## config.mk

```make
export PLATFORM = sky130hd
export DESIGN_NAME = valve_tracking_health_monitor_unit
export DESIGN_NICKNAME = d
export VERILOG_FILES = /design/src/hw/rtl/vthm_pkg.sv /design/src/hw/rtl/vthm_front.sv /design/src/hw/rtl/vthm_div.sv /design/src/hw/rtl/vthm_back.sv /design/src/hw/rtl/valve_tracking_health_monitor_unit.sv
export SDC_FILE = /design/constraint.sdc
export NUM_CORES = 1
export LEC_CHECK = 0
export BUFFER_PORTS_ARGS = -buffer_cell sky130_fd_sc_hd__buf_2
export CAP_MARGIN = 20
export CELL_PAD_IN_SITES_DETAIL_PLACEMENT = 0
export CELL_PAD_IN_SITES_GLOBAL_PLACEMENT = 1
export CORE_MARGIN = 1.5
export CORE_UTILIZATION = 54
export CTS_CLUSTER_SIZE = 28
export DETAILED_ROUTE_END_ITERATION = 8
export PLACE_DENSITY = 0.95
export SLEW_MARGIN = 20
export SYNTH_ARGS = -nofsm -noshare
export SYNTH_HDL_FRONTEND = slang
export SYNTH_SLANG_ARGS = --single-unit
```

## constraint.sdc

```tcl
create_clock -name clk_i -period 11.2 [get_ports clk_i]
set_input_delay 1.68 -clock clk_i [delete_from_list [all_inputs] [get_ports clk_i]]
set_output_delay 1.68 -clock clk_i [all_outputs]
set_load 0.01 [all_outputs]
```

## src/hw/rtl/vthm_pkg.sv

```systemverilog
`timescale 1ns / 1ps
// ----------------------------------------------------------------------------
// vthm_pkg
// Shared types and constants of the valve tracking health monitor.
// ----------------------------------------------------------------------------
package vthm_pkg;

  localparam int unsigned POS_W      = 10;
  localparam int unsigned LIMIT_W    = 16;
  localparam int unsigned TOTAL_W    = 32;
  localparam int unsigned CFG_IDX_W  = 8;
  localparam int unsigned CFG_DATA_W = 16;

  // configuration register indexes
  localparam logic [CFG_IDX_W-1:0] CFG_WARNING  = 8'd0;
  localparam logic [CFG_IDX_W-1:0] CFG_CRITICAL = 8'd1;
  localparam logic [CFG_IDX_W-1:0] CFG_LIMIT    = 8'd2;

  localparam logic [POS_W-1:0]   WARNING_RST  = 10'd50;
  localparam logic [POS_W-1:0]   CRITICAL_RST = 10'd150;
  localparam logic [LIMIT_W-1:0] LIMIT_RST    = 16'd3;
  localparam logic [LIMIT_W-1:0] RUN_MAX      = 16'hFFFF;

  // error classes
  localparam logic [1:0] CLS_OK   = 2'd0;
  localparam logic [1:0] CLS_WARN = 2'd1;
  localparam logic [1:0] CLS_CRIT = 2'd2;

  typedef struct packed {
    logic [POS_W-1:0]   warning;
    logic [POS_W-1:0]   critical;
    logic [LIMIT_W-1:0] limit;
  } vthm_cfg_t;

  typedef struct packed {
    logic [POS_W-1:0] err;
    logic [1:0]       cls;
  } vthm_item_t;

  typedef struct packed {
    logic [POS_W-1:0]   err;
    logic [1:0]         cls;
    logic [POS_W-1:0]   avg;
    logic [POS_W-1:0]   peak;
    logic [LIMIT_W-1:0] run;
    logic [TOTAL_W-1:0] total;
    logic               alarm;
    logic               healthy;
    logic               recovered;
  } vthm_result_t;

endpackage

```

## src/hw/rtl/vthm_front.sv

```systemverilog
`timescale 1ns / 1ps
// ----------------------------------------------------------------------------
// vthm_front
// Input stage: forms the absolute tracking error, classifies it against the
// thresholds and holds it in a two-entry queue for the back end.
// ----------------------------------------------------------------------------
module vthm_front import vthm_pkg::*; (
  input  logic             clk_i,
  input  logic             rst_ni,
  input  logic             push_i,
  output logic             full_o,
  input  logic [POS_W-1:0] commanded_position_i,
  input  logic [POS_W-1:0] actual_position_i,
  input  vthm_cfg_t        cfg_i,
  input  logic             deq_i,
  output logic             valid_o,
  output vthm_item_t       item_o
);

  vthm_item_t       slot_q [2];
  logic             wr_q, wr_d, rd_q, rd_d;
  logic [1:0]       cnt_q, cnt_d;
  logic [POS_W-1:0] err;
  vthm_item_t       item_in;
  logic             enq;

  always_comb begin
    if (commanded_position_i >= actual_position_i) begin
      err = commanded_position_i - actual_position_i;
    end else begin
      err = actual_position_i - commanded_position_i;
    end
    item_in.err = err;
    if (err > cfg_i.critical) begin
      item_in.cls = CLS_CRIT;
    end else if (err > cfg_i.warning) begin
      item_in.cls = CLS_WARN;
    end else begin
      item_in.cls = CLS_OK;
    end
  end

  assign full_o  = (cnt_q == 2'd2);
  assign valid_o = (cnt_q != 2'd0);
  assign item_o  = slot_q[rd_q];
  assign enq     = push_i && !full_o;

  always_comb begin
    wr_d  = enq ? !wr_q : wr_q;
    rd_d  = deq_i ? !rd_q : rd_q;
    cnt_d = cnt_q + {1'b0, enq} - {1'b0, deq_i};
  end

  always_ff @(posedge clk_i or negedge rst_ni) begin
    if (!rst_ni) begin
      wr_q  <= 1'b0;
      rd_q  <= 1'b0;
      cnt_q <= 2'd0;
    end else begin
      wr_q  <= wr_d;
      rd_q  <= rd_d;
      cnt_q <= cnt_d;
    end
  end

  always_ff @(posedge clk_i) begin
    if (enq) begin
      slot_q[wr_q] <= item_in;
    end
  end

  a_cnt_bound: assert property (@(posedge clk_i) disable iff (!rst_ni)
    cnt_q <= 2'd2) else $error("front queue count overflow");

  a_deq_valid: assert property (@(posedge clk_i) disable iff (!rst_ni)
    deq_i |-> valid_o) else $error("front queue read while empty");

endmodule

```

## src/hw/rtl/vthm_div.sv

```systemverilog
`timescale 1ns / 1ps
// ----------------------------------------------------------------------------
// vthm_div
// Restoring divider, one quotient bit per cycle.
// ----------------------------------------------------------------------------
module vthm_div #(
  parameter int unsigned DVD_W = 14,
  parameter int unsigned DVS_W = 5
) (
  input  logic             clk_i,
  input  logic             rst_ni,
  input  logic             start_i,
  input  logic [DVD_W-1:0] dividend_i,
  input  logic [DVS_W-1:0] divisor_i,
  output logic             done_o,
  output logic [DVD_W-1:0] quotient_o
);

  localparam int unsigned ITER_W = $clog2(DVD_W + 1);

  logic              busy_q, busy_d;
  logic [ITER_W-1:0] iter_q, iter_d;
  logic [DVD_W-1:0]  dq_q, dq_d;
  logic [DVS_W-1:0]  rem_q, rem_d;
  logic [DVS_W-1:0]  dvs_q, dvs_d;
  logic [DVS_W:0]    rem_sh, diff;
  logic              ge;

  always_comb begin
    rem_sh = {rem_q, dq_q[DVD_W-1]};
    diff   = rem_sh - {1'b0, dvs_q};
    ge     = (rem_sh >= {1'b0, dvs_q});
    busy_d = busy_q;
    iter_d = iter_q;
    dq_d   = dq_q;
    rem_d  = rem_q;
    dvs_d  = dvs_q;
    if (start_i) begin
      busy_d = 1'b1;
      iter_d = ITER_W'(DVD_W);
      dq_d   = dividend_i;
      rem_d  = '0;
      dvs_d  = divisor_i;
    end else if (busy_q) begin
      dq_d   = {dq_q[DVD_W-2:0], ge};
      rem_d  = ge ? diff[DVS_W-1:0] : rem_sh[DVS_W-1:0];
      iter_d = iter_q - ITER_W'(1);
      busy_d = (iter_q != ITER_W'(1));
    end
  end

  always_ff @(posedge clk_i or negedge rst_ni) begin
    if (!rst_ni) begin
      busy_q <= 1'b0;
      iter_q <= '0;
      dq_q   <= '0;
      rem_q  <= '0;
      dvs_q  <= '0;
    end else begin
      busy_q <= busy_d;
      iter_q <= iter_d;
      dq_q   <= dq_d;
      rem_q  <= rem_d;
      dvs_q  <= dvs_d;
    end
  end

  assign done_o     = !busy_q;
  assign quotient_o = dq_q;

endmodule

```

## src/hw/rtl/vthm_back.sv

```systemverilog
`timescale 1ns / 1ps
// ----------------------------------------------------------------------------
// vthm_back
// Back end: updates the error history, run and total counters, scans the
// history for its peak, divides for the average and registers the result.
// ----------------------------------------------------------------------------
module vthm_back import vthm_pkg::*; #(
  parameter int unsigned HISTORY_DEPTH = 16
) (
  input  logic         clk_i,
  input  logic         rst_ni,
  input  vthm_cfg_t    cfg_i,
  input  logic         in_valid_i,
  input  vthm_item_t   in_item_i,
  output logic         in_deq_o,
  output logic         out_valid_o,
  output vthm_result_t out_o,
  input  logic         out_pop_i
);

  localparam int unsigned IDX_W  = $clog2(HISTORY_DEPTH);
  localparam int unsigned CNT_W  = $clog2(HISTORY_DEPTH + 1);
  localparam int unsigned SUM_W  = POS_W + $clog2(HISTORY_DEPTH);
  localparam int unsigned PROD_W = POS_W + CNT_W;

  typedef enum logic [1:0] {S_IDLE, S_UPD, S_SCAN, S_DONE} state_e;

  state_e             state_q, state_d;
  logic [IDX_W-1:0]   slot_q, slot_d;
  logic [CNT_W-1:0]   filled_q, filled_d;
  logic [SUM_W-1:0]   sum_q, sum_d;
  logic [LIMIT_W-1:0] run_q, run_d;
  logic [TOTAL_W-1:0] total_q, total_d;
  logic               was_q, was_d;
  vthm_item_t         item_q, item_d;
  logic               alarm_q, alarm_d;
  logic [CNT_W-1:0]   scan_q, scan_d;
  logic               rd_vld_q, rd_vld_d;
  logic [POS_W-1:0]   peak_q, peak_d;
  logic [PROD_W-1:0]  prod_q, prod_d;
  logic               out_valid_q, out_valid_d;
  vthm_result_t       out_q, out_d;

  logic [POS_W-1:0]   ring_q [HISTORY_DEPTH];
  logic [POS_W-1:0]   rd_data_q;
  logic [IDX_W-1:0]   rd_addr;
  logic               wr_en;
  logic               ring_full;
  logic               healthy;
  logic               div_start, div_done;
  logic [SUM_W-1:0]   quotient;

  assign ring_full = (filled_q == CNT_W'(HISTORY_DEPTH));
  assign healthy   = (run_q < cfg_i.limit) && (PROD_W'(sum_q) <= prod_q);

  always_comb begin
    state_d     = state_q;
    slot_d      = slot_q;
    filled_d    = filled_q;
    sum_d       = sum_q;
    run_d       = run_q;
    total_d     = total_q;
    was_d       = was_q;
    item_d      = item_q;
    alarm_d     = alarm_q;
    scan_d      = scan_q;
    rd_vld_d    = 1'b0;
    peak_d      = peak_q;
    prod_d      = PROD_W'(cfg_i.warning) * PROD_W'(filled_q);
    out_valid_d = out_valid_q && !out_pop_i;
    out_d       = out_q;
    in_deq_o    = 1'b0;
    rd_addr     = slot_q;
    wr_en       = 1'b0;
    div_start   = 1'b0;

    unique case (state_q)
      S_IDLE: begin
        // fetch the entry about to be overwritten
        if (in_valid_i) begin
          in_deq_o = 1'b1;
          item_d   = in_item_i;
          state_d  = S_UPD;
        end
      end
      S_UPD: begin
        wr_en = 1'b1;
        if (ring_full) begin
          sum_d = sum_q - SUM_W'(rd_data_q) + SUM_W'(item_q.err);
        end else begin
          sum_d    = sum_q + SUM_W'(item_q.err);
          filled_d = filled_q + CNT_W'(1);
        end
        slot_d = (slot_q == IDX_W'(HISTORY_DEPTH - 1)) ? '0 : slot_q + IDX_W'(1);
        alarm_d = 1'b0;
        if (item_q.cls == CLS_CRIT) begin
          total_d = total_q + TOTAL_W'(1);
          if (run_q != RUN_MAX) begin
            run_d   = run_q + LIMIT_W'(1);
            alarm_d = (run_d == cfg_i.limit);
          end
        end else begin
          run_d = '0;
        end
        div_start = 1'b1;
        scan_d    = '0;
        peak_d    = '0;
        state_d   = S_SCAN;
      end
      S_SCAN: begin
        rd_addr = scan_q[IDX_W-1:0];
        if (scan_q != filled_q) begin
          scan_d   = scan_q + CNT_W'(1);
          rd_vld_d = 1'b1;
        end
        if (rd_vld_q && rd_data_q > peak_q) begin
          peak_d = rd_data_q;
        end
        if (scan_q == filled_q && !rd_vld_q && div_done) begin
          state_d = S_DONE;
        end
      end
      S_DONE: begin
        // hold until the result register is free
        if (!out_valid_q || out_pop_i) begin
          out_d.err       = item_q.err;
          out_d.cls       = item_q.cls;
          out_d.avg       = quotient[POS_W-1:0];
          out_d.peak      = peak_q;
          out_d.run       = run_q;
          out_d.total     = total_q;
          out_d.alarm     = alarm_q;
          out_d.healthy   = healthy;
          out_d.recovered = was_q && healthy;
          out_valid_d     = 1'b1;
          was_d           = !healthy;
          state_d         = S_IDLE;
        end
      end
      default: state_d = S_IDLE;
    endcase
  end

  always_ff @(posedge clk_i or negedge rst_ni) begin
    if (!rst_ni) begin
      state_q     <= S_IDLE;
      slot_q      <= '0;
      filled_q    <= '0;
      sum_q       <= '0;
      run_q       <= '0;
      total_q     <= '0;
      was_q       <= 1'b0;
      item_q      <= '0;
      alarm_q     <= 1'b0;
      scan_q      <= '0;
      rd_vld_q    <= 1'b0;
      peak_q      <= '0;
      prod_q      <= '0;
      out_valid_q <= 1'b0;
      out_q       <= '0;
    end else begin
      state_q     <= state_d;
      slot_q      <= slot_d;
      filled_q    <= filled_d;
      sum_q       <= sum_d;
      run_q       <= run_d;
      total_q     <= total_d;
      was_q       <= was_d;
      item_q      <= item_d;
      alarm_q     <= alarm_d;
      scan_q      <= scan_d;
      rd_vld_q    <= rd_vld_d;
      peak_q      <= peak_d;
      prod_q      <= prod_d;
      out_valid_q <= out_valid_d;
      out_q       <= out_d;
    end
  end

  // history ring: unwritten entries may be read, but their data is used only once they have been written
  always_ff @(posedge clk_i) begin
    if (wr_en) begin
      ring_q[slot_q] <= item_q.err;
    end
    rd_data_q <= ring_q[rd_addr];
  end

  vthm_div #(
    .DVD_W(SUM_W),
    .DVS_W(CNT_W)
  ) u_div (
    .clk_i,
    .rst_ni,
    .start_i   (div_start),
    .dividend_i(sum_d),
    .divisor_i (filled_d),
    .done_o    (div_done),
    .quotient_o(quotient)
  );

  assign out_valid_o = out_valid_q;
  assign out_o       = out_q;

  a_filled_bound: assert property (@(posedge clk_i) disable iff (!rst_ni)
    filled_q <= CNT_W'(HISTORY_DEPTH)) else $error("history fill count overflow");

  a_load_from_done: assert property (@(posedge clk_i) disable iff (!rst_ni)
    $rose(out_valid_q) |-> $past(state_q == S_DONE))
    else $error("result loaded outside completion");

  a_avg_le_peak: assert property (@(posedge clk_i) disable iff (!rst_ni)
    out_valid_q |-> (out_q.avg <= out_q.peak)) else $error("average above peak");

endmodule

```

## src/hw/rtl/valve_tracking_health_monitor_unit.sv

```systemverilog
`timescale 1ns / 1ps
// ----------------------------------------------------------------------------
// valve_tracking_health_monitor_unit
// Tracks commanded against measured valve position and reports error
// statistics, stuck counts and health per sample.
// ----------------------------------------------------------------------------
// Usage:
//   Input queue: drive the two positions and raise push; a sample is taken
//   on a clock edge with push high and full low. Two samples can wait ahead
//   of the processing stage.
//   Result queue: while empty is low the oldest result sits on the output
//   ports; pop high on an edge consumes it. One result register buffers it.
//   Config: cfg_valid_i/cfg_ready_o with cfg_index_i (0 warning, 1 critical,
//   2 stuck limit) and cfg_data_i; ready is always high, other indexes drop.
//   Processing: the serial divider for the average and the one-port
//   history scan for the peak set how long a sample takes; the back end
//   takes a new sample only once it has passed on the result of the last.
//   Stall: with pop held low the back end waits with a finished result and
//   the input queue fills, then full rises.
//   Reset: thresholds return to 50 and 150, limit to 3; history, counters
//   and recovery latch clear.
// ----------------------------------------------------------------------------
module valve_tracking_health_monitor_unit import vthm_pkg::*; #(
  parameter int unsigned HISTORY_DEPTH = 16
) (
  input  logic                  clk_i,
  input  logic                  rst_ni,
  input  logic                  push,
  output logic                  full,
  input  logic [POS_W-1:0]      commanded_position_i,
  input  logic [POS_W-1:0]      actual_position_i,
  output logic                  empty,
  input  logic                  pop,
  output logic [POS_W-1:0]      position_error_o,
  output logic [1:0]            error_class_o,
  output logic [POS_W-1:0]      average_error_o,
  output logic [POS_W-1:0]      peak_error_o,
  output logic [LIMIT_W-1:0]    consecutive_stuck_o,
  output logic [TOTAL_W-1:0]    total_stuck_o,
  output logic                  stuck_alarm_o,
  output logic                  healthy_o,
  output logic                  recovered_o,
  input  logic                  cfg_valid_i,
  output logic                  cfg_ready_o,
  input  logic [CFG_IDX_W-1:0]  cfg_index_i,
  input  logic [CFG_DATA_W-1:0] cfg_data_i
);

  vthm_cfg_t    cfg_q;
  vthm_item_t   item;
  logic         item_valid, item_deq;
  logic         out_valid;
  vthm_result_t result;

  assign cfg_ready_o = 1'b1;

  always_ff @(posedge clk_i or negedge rst_ni) begin
    if (!rst_ni) begin
      cfg_q.warning  <= WARNING_RST;
      cfg_q.critical <= CRITICAL_RST;
      cfg_q.limit    <= LIMIT_RST;
    end else if (cfg_valid_i) begin
      unique case (cfg_index_i)
        CFG_WARNING:  cfg_q.warning  <= cfg_data_i[POS_W-1:0];
        CFG_CRITICAL: cfg_q.critical <= cfg_data_i[POS_W-1:0];
        CFG_LIMIT:    cfg_q.limit    <= cfg_data_i[LIMIT_W-1:0];
        default: ;
      endcase
    end
  end

  vthm_front u_front (
    .clk_i,
    .rst_ni,
    .push_i              (push),
    .full_o              (full),
    .commanded_position_i,
    .actual_position_i,
    .cfg_i               (cfg_q),
    .deq_i               (item_deq),
    .valid_o             (item_valid),
    .item_o              (item)
  );

  vthm_back #(
    .HISTORY_DEPTH(HISTORY_DEPTH)
  ) u_back (
    .clk_i,
    .rst_ni,
    .cfg_i      (cfg_q),
    .in_valid_i (item_valid),
    .in_item_i  (item),
    .in_deq_o   (item_deq),
    .out_valid_o(out_valid),
    .out_o      (result),
    .out_pop_i  (pop && out_valid)
  );

  assign empty               = !out_valid;
  assign position_error_o    = result.err;
  assign error_class_o       = result.cls;
  assign average_error_o     = result.avg;
  assign peak_error_o        = result.peak;
  assign consecutive_stuck_o = result.run;
  assign total_stuck_o       = result.total;
  assign stuck_alarm_o       = result.alarm;
  assign healthy_o           = result.healthy;
  assign recovered_o         = result.recovered;

endmodule
```

* After elaboration in Yosys (flattened, before gate mapping)
Memories as Yosys holds them, arrays and structs flattened. A register that Yosys moved wholly into a read port is not among the register bits.
Index checks and enable logic that the tools add are counted.
** Word-level totals
- Memory bits (writable) :: 184
- Bits of input ports :: 49
- Logic and storage cells :: 151
- Memories kept :: 2
- Flip-flop bits (word level) :: 259
** Memory list
- u_back.ring_q :: depth 16, bits a word 10, read ports 1, clocked after Yosys merged registers in 1, write ports 1, RTL line vthm_back.sv:44 : logic [POS_W-1:0] ring_q [HISTORY_DEPTH];
- u_front.slot_q :: depth 2, bits a word 12, read ports 1, clocked after Yosys merged registers in 1, write ports 1, RTL line vthm_front.sv:20 : vthm_item_t slot_q [2];
** Operators by class
- Magnitude comparators :: 7
- Multipliers :: 1
- Add/subtract/negate cells :: 14
- Multiplexer cells :: 41
- Reduce and logical (&&, ||, !) cells :: 33
- Equality and inequality tests :: 20
** Operators by type and width (count)
- 14-bit two-way mux :: 4
- 32-bit by 1-bit adder with 32-bit output (second input constant) :: 1
- 16-bit two-way mux :: 2
- 10-bit > comparator :: 3
- 5-bit two-way mux :: 6
- 14-bit by 10-bit adder with 14-bit output :: 2
- 10-bit two-way mux :: 2
- 10-bit one-hot mux with 2 select lines :: 1
- 10-bit subtractor :: 2
- 2-bit AND reduction :: 9
- 16-bit by 1-bit adder with 16-bit output (second input constant) :: 1
- 16-bit equality test :: 1
- 16-bit less-than comparator :: 1
- 1-bit two-way mux :: 16
- 4-bit two-way mux :: 4
- 16-bit != test (second input constant) :: 1
- 14-bit by 15-bit less-or-equal comparator with 1-bit output :: 1
- 10-bit by 5-bit multiplier with 15-bit output :: 1
- 14-bit by 10-bit subtractor with 14-bit output :: 1
- 5-bit by 1-bit adder with 5-bit output (second input constant) :: 2
- 10-bit greater-or-equal comparator :: 1
- 5-bit one-hot mux with 2 select lines :: 1
- 1-bit logical NOT :: 9
- 2-bit equality test (second input constant) :: 4
- 24 further kinds :: 40

* Longest topological paths before layout
Gate-level depths: netlist (run 1).
- Word-level depth :: 5
- Gate-level depth with buffers :: 18
- Mapped depth without buffers :: 17

* By module
From an unflattened synthesis (run 1), not the netlist that was laid out.
** Second synthesis, totals
- Cells, all modules :: 1993
- Area, all modules :: 24279.5 sq um
** By module, submodules not included
- vthm_back :: area each 18798.0 sq um, instances 1, cells each 1518
- vthm_front :: area each 2417.3 sq um, instances 1, cells each 232
- vthm_div :: area each 1591.5 sq um, instances 1, cells each 158
- valve_tracking_health_monitor_unit :: area each 1472.7 sq um, instances 1, cells each 85

* Worst setup path after synthesis (run 1)
No wires, ideal clock.
- Path kind :: input to register
- Start point :: in commanded_position_i[0]
- End point :: mem u_front.slot_q[0][0] (netlist name), data pin
- Stages :: 18
- Setup time :: 191 ps
- Setup slack :: 6066 ps
- Data arrival time :: 4943 ps
- Buffers on the path :: 1
- Data required time :: 11009 ps
- Path through :: inv_1 ha_1 inv_1 fa_1 a21o_1 a21oi_1 a21oi_1 o221ai_1 buf_2 mux2i_1 xor2_1 ha_1 a21o_1 a21o_1 a21o_1 a211oi_1 a21oi_1 a311oi_1
** RTL lines
- start: declaration :: RTL line valve_tracking_health_monitor_unit.sv:30 : input logic [POS_W-1:0] commanded_position_i,
- end: declaration :: RTL line vthm_front.sv:20

==> results of run 1 <==
report_power, final:
part	total, µW	internal, µW	switching [µW]
clock network	1560	912	652
registers	2600	2240	361
logic	4170	1810	2360
registers in the layout, indices dropped and copies added (netlist names), 10 cells and up:
register and count:
cfg_q 36, u_back.item_q 12, u_back.out_o 83, u_back.peak_q 10, u_back.prod_q 15, u_back.rd_data_q 10
u_back.ring_q 160, u_back.run_q 16, u_back.sum_q 14, u_back.total_q 32, u_back.u_div.quotient_o 14, u_front.slot_q 24
how the worst max path moves through the flow:
stage | from | to | slack, ps
after floorplan | commanded_position_i[0] | u_front.slot_q[0][0] | 6070
after global placement | commanded_position_i[0] | u_front.slot_q[0][0] | 5570
after detailed placement | commanded_position_i[0] | u_front.slot_q[0][0] | 5390
after CTS | commanded_position_i[0] | u_front.slot_q[0][0] | 6000
after global routing | commanded_position_i[0] | u_front.slot_q[0][0] | 5750
final | commanded_position_i[0] | u_front.slot_q[0][0] | 5990
cell type report:
| class | instances | area [µm²] |
|---|---|---|
| antenna | 1 | 2.50 |
| fill | 3496 | 17100 |
| multi-input combinational | 1323 | 10600 |
| timing repair buffer | 155 | 841 |
| sequential | 465 | 12500 |
| clock inverter | 16 | 185 |
| clock buffer | 71 | 1360 |
| inverter | 191 | 717 |
| tap | 592 | 741 |
metrics by stage:
step / total power [µW] / setup slack [ps] / hold WS [ps] / util
after global routing: 9000 / 5750 / 484 / 0.612
after detailed placement: 6750 / 5390 / 462 / 0.576
after global placement: 6580 / 5570 / 456 / 0.576
final: 8340 / 5990 / 467 / 0.612
after CTS: 8360 / 6000 / 470 / 0.611
after floorplan: 5680 / 6070 / 438 / -
worst max-delay path, stage by stage:
cell and delay (ps):
buf_2 110, inv_1 50, ha_1 170, inv_1 60, fa_1 400, a21o_1 170, a21oi_1 300, a21oi_1 120
o221ai_1 180, buf_4 240, mux2i_1 240, xor2_1 340, ha_1 320, a21o_1 180, a21o_1 170, a21o_1 170
a211oi_1 220, a21oi_1 160, a311oi_1 300
cell families after synthesis:
| group | count (synthesis) | share of synthesized area |
|---|---|---|
| AOI/OAI and AO/OA | 353 | 0.0934 |
| buffers and inverters | 272 | 0.0438 |
| and+or+nand+nor | 508 | 0.102 |
| DFF | 465 | 0.519 |
| other | 1 | 0.000155 |
| xor gates and xnor gates | 109 | 0.0396 |
| adders and majority gates | 188 | 0.109 |
| muxes | 164 | 0.0933 |
layout by cell type, fill, tap and decap left out, drive strengths merged, types with 19 or more instances in the layout:
master  count
buf       155
edfxtp    184
o21ai     120
nor3       23
mux4       40
a211oi     31
mux2i      38
xor2       35
inv       191
fa         38
nand3      44
a21oi      64
a21o       24
nor2b      19
dfrtp     262
nand2     190
nand4      28
xnor2      74
nor2       99
clkbuf     71
and2       39
ha        150
mux2       86
a31oi      21
layer usage:
metal,vias up,routed length [µm]
met4,0,1540
met1,7936,22900
met3,99,3280
li1,7550,-
met2,520,25600
met5,-,0
==> flow_summary.toml, run 1 <==
[status]
status = "complete, no violations"

[cells_and_area]
syn_to_final_growth_pct = 11.9
layout-drive-gt1-share = 0.173
finalNonFillerCells = 2814
layout.nets = 2420
final_area_um2 = 27000

[clock_tree]
clk_latency_ps = 590
post_cts_buffers = 0
clock-sinks = 465
cts_resized = 0
clock_path_buffers = 3
cts-hold-fix-buffers = 0
clkSlewWorstSetupHoldPaths_ps = 60
cts-htree-levels = 2
cts_buffers = 47
root_buffer = "clkbuf_16"
cts_tree = "done"

[critical_path]
cp-end-kind = "register"
cp.arrival_ps = 5580
path_class = "primary input to register"
rr_worst_depth = 12
critPathLaunchType = "primary input"
cp_max_fo = 9
worstPathRequired_ps = 11570
r2r-end = "u_back.prod_q[14]"
r2r-start = "u_back.filled_q[3]"
rrSetupSlack_ps = 6690

[global_routing]
grt-busiest-layer = "met2"
grt_use_total = 0.238
grt_pass1_wl_um = 87400
grt_antenna_before_repair = 1
met3_usage = 0.0397
grt_max_degree = 86
grt_pass1_vias = 16500
overflow = 0
gr-usage-met2 = 0.396
grt_use_met1 = 0.319

[routing]
drt-wirelength-per-cell_um = 18.9
num_vias = 16100
wl_um = 53300
drtAntennaViolNets = 0
drt_iter0_drc = 1211
drc = 0
dr.pass1.iters = 5
avgViaCountPerCell = 5.72

[logic_synthesis]
yosys.cell_types.count = 81
synthArstFlopShare = 0.583
synth.most_common_cell = "dfrtp_1"
yosysWarnings = 0
synth_common_cells = "dfrtp_1, inv_1, nand2_1"
postSynthAreaPerCell_um2 = 11.7
synthCells = 2060
yosysSeqAreaShare = 0.519
ys_seq_elements = 465
synth_edf_count = 184
synth_top_area_frac = 0.272
synth_top_area_cell = "dfrtp_1"
netlist_area_um2 = 24100
yosys-top-cells-area = "dfrtp_1, edfxtp_1, ha_1, mux2_2, mux4_2"
postSynthNetCount = 2297
synthFlopType = "dfrtp_1"

[placement]
dp_hpwl_um = 36500
gp_congestion = 0.850
io_buffers = 133
dpl.cell_count = 2725
place_area_um2 = 25400

[worst_hold_path]
hold_class = "register to register"
whs_endpoint = "u_back.total_q[31]"
hp-start = "u_back.total_q[31]"
holdPathStages = 1

[sta]
grt_setup_unrepaired = "no"
finalCriticalPeriod_ps = 5210
worstMarginPinSlew_ps = 1100
clock_skew_ps = 22.3
fin_crit_sh = 0.465
maxSlewHeadroom = 0.267
final-max-slew-violation-count = 0
totalNegativeSetupSlack_ps = 0
hold_viol_final = 0
setup_viol = 0
fmax_ghz = 0.192

[floorplan]
fp-row-count = 77
initial_core_util = 0.547
dieHeight_um = 214
die_w_um = 214
ios = 135
die_area_um2 = 46000
core-area_um2 = 44100

[flow_run]
drv_cap = 0

[power_and_ir_drop]
power_density_nw_per_um2 = 309
power.leakage_uw = 0.0120
ir_drop_v = 0.000281
(Power assumes the default switching activity.)
==> run 2: changes to the inputs <==
Settings changed: CORE_UTILIZATION 54 to 50, PLACE_DENSITY 0.95 to 0.9.
Clock period 11.2 ns to 5 ns, I/O delays scaled along.
==> run 2 against run 1 <==
Net effect: non-clock buffer count up 11; routed wire length grew 1.9%; combinational power rose by 130%; sequential share of layout area decreased by 0.40 points; via count fell by 0.14%; global-route usage decreased by 1.5 points; critical endpoint is now u_back.prod_q[14]; critical path type is now register to register.
==> flow_summary.toml, run 2 (synthesized netlist as in run 1, its figures left out) <==
[placement]
dp_hpwl_um = 37800
place_area_um2 = 25600
dpl.cell_count = 2760
io_buffers = 133
gp_congestion = 0.909

[global_routing]
grt-busiest-layer = "met2"
overflow = 0
grt_use_total = 0.223
gr-usage-met2 = 0.368
grt_pass1_wl_um = 87700
grt_antenna_before_repair = 0
grt_max_degree = 120
grt_pass1_vias = 16400
grt_use_met1 = 0.304
met3_usage = 0.0364

[routing]
drt-wirelength-per-cell_um = 19.1
avgViaCountPerCell = 5.64
dr.pass1.iters = 5
num_vias = 16100
drc = 0
drtAntennaViolNets = 0
wl_um = 54300
drt_iter0_drc = 1280

[power_and_ir_drop]
internal-power_uw = 11400
comb_power_share = 0.503
switching_share = 0.401
p_switching_uw = 7630
seqPwrFrac = 0.299
power.leakage_uw = 0.0122
power_density_nw_per_um2 = 699
pwr-share-clk = 0.198
ir_drop_v = 0.000597

[sta]
fin_crit_sh = 0.901
setup_viol = 0
clock_skew_ps = 22.9
final-max-slew-violation-count = 0
worstMarginPinSlew_ps = 1020
totalNegativeSetupSlack_ps = 0
finalCriticalPeriod_ps = 4500
hold_viol_final = 0
grt_setup_unrepaired = "no"
maxSlewHeadroom = 0.317
fmax_ghz = 0.222

[critical_path]
critPathLaunch = "u_back.filled_q[4]"
rr_worst_depth = 12
r2r-start = "u_back.filled_q[4]"
critPathLaunchType = "register"
cp_max_fo = 14
worstPathRequired_ps = 5450
cp-end-kind = "register"
path_class = "register to register"
cp.arrival_ps = 4950

[floorplan]
core-area_um2 = 47600
initial_core_util = 0.506
die_area_um2 = 49600
dieHeight_um = 223
ios = 135
fp-row-count = 80
die_w_um = 223

[clock_tree]
clock-sinks = 465
cts-hold-fix-buffers = 0
clkSlewWorstSetupHoldPaths_ps = 60
cts_resized = 0
post_cts_buffers = 0
root_buffer = "clkbuf_16"
clk_latency_ps = 590
cts_tree = "done"
clock_path_buffers = 3
cts_buffers = 49
cts-htree-levels = 2

[worst_hold_path]
hold_class = "primary input to asynchronous set/reset pin"

[cells_and_area]
final_cell_mix = "dfrtp_1, inv_1, nand2_1"
top_register = "u_back.ring_q"
final_area_um2 = 27200
antennaDiodeCount = 0
final_common_cell = "dfrtp_1"
layout-drive-gt1-share = 0.177
largest_register_ffs = 160
finalNonFillerCells = 2850
layout.nets = 2433
syn_to_final_growth_pct = 12.8

[flow_run]
drv_cap = 0

[status]
status = "complete, no violations"
## run 2: worst paths after layout
path	endpoint	slack (ps)
setup / recovery	u_back.prod_q[14]	500
hold / removal	u_back.out_o[31]	270
setup reg to reg	u_back.prod_q[14]	500
hold reg to reg	u_back.out_o[79]	480
max in group asynchronous	cfg_q[20]	3610
min in group clk_i	cfg_q[10]	380
## run 2: layer usage
metal  vias up  wire [µm]
li1       7564          -
met2       417      26200
met4         0       1170
met5         -          0
met1      8025      24200
met3        77       2770
## run 2: per-stage QoR
step           hold slack [ps]  utilization  total power, µW  setup WS (ps)
2_1_floorplan              438            -            12700            796
3_3_place_gp               457        0.536            14900            471
3_5_place_dp               466        0.536            15200            271
4_1_cts                    298        0.571            19100            521
5_1_grt                    323        0.571            20500            296
6_report                   266        0.571            19000            495
## run 2: layout make-up
cell class              instances  area (µm²)
clock buffers                  70        1380
well taps                     615         769
flip-flops and latches        465       12500
multi-input cells            1323       10600
inverters                     191         717
repair buffers                166         936
fillers                      3871       20400
clock inverters                20         290
## run 2: power groups by stage
stage	clock network, µW	logic (µW)	registers [µW]
after floorplan	0	7120	5600
after global placement	0	9140	5710
after detailed placement	0	9440	5750
after CTS	3840	9550	5680
after global routing	3960	10800	5780
final	3770	9580	5690
## run 2: worst max-delay path, cell delays in order (launching register included)
cell	delay [ps]
dfrtp_1	670
nand2_1	170
fa_1	550
fa_1	530
fa_1	540
inv_1	40
ha_1	330
a21oi_1	170
nor2b_1	80
o31a_1	250
o41ai_1	600
o21ai_0	240
xor2_1	180
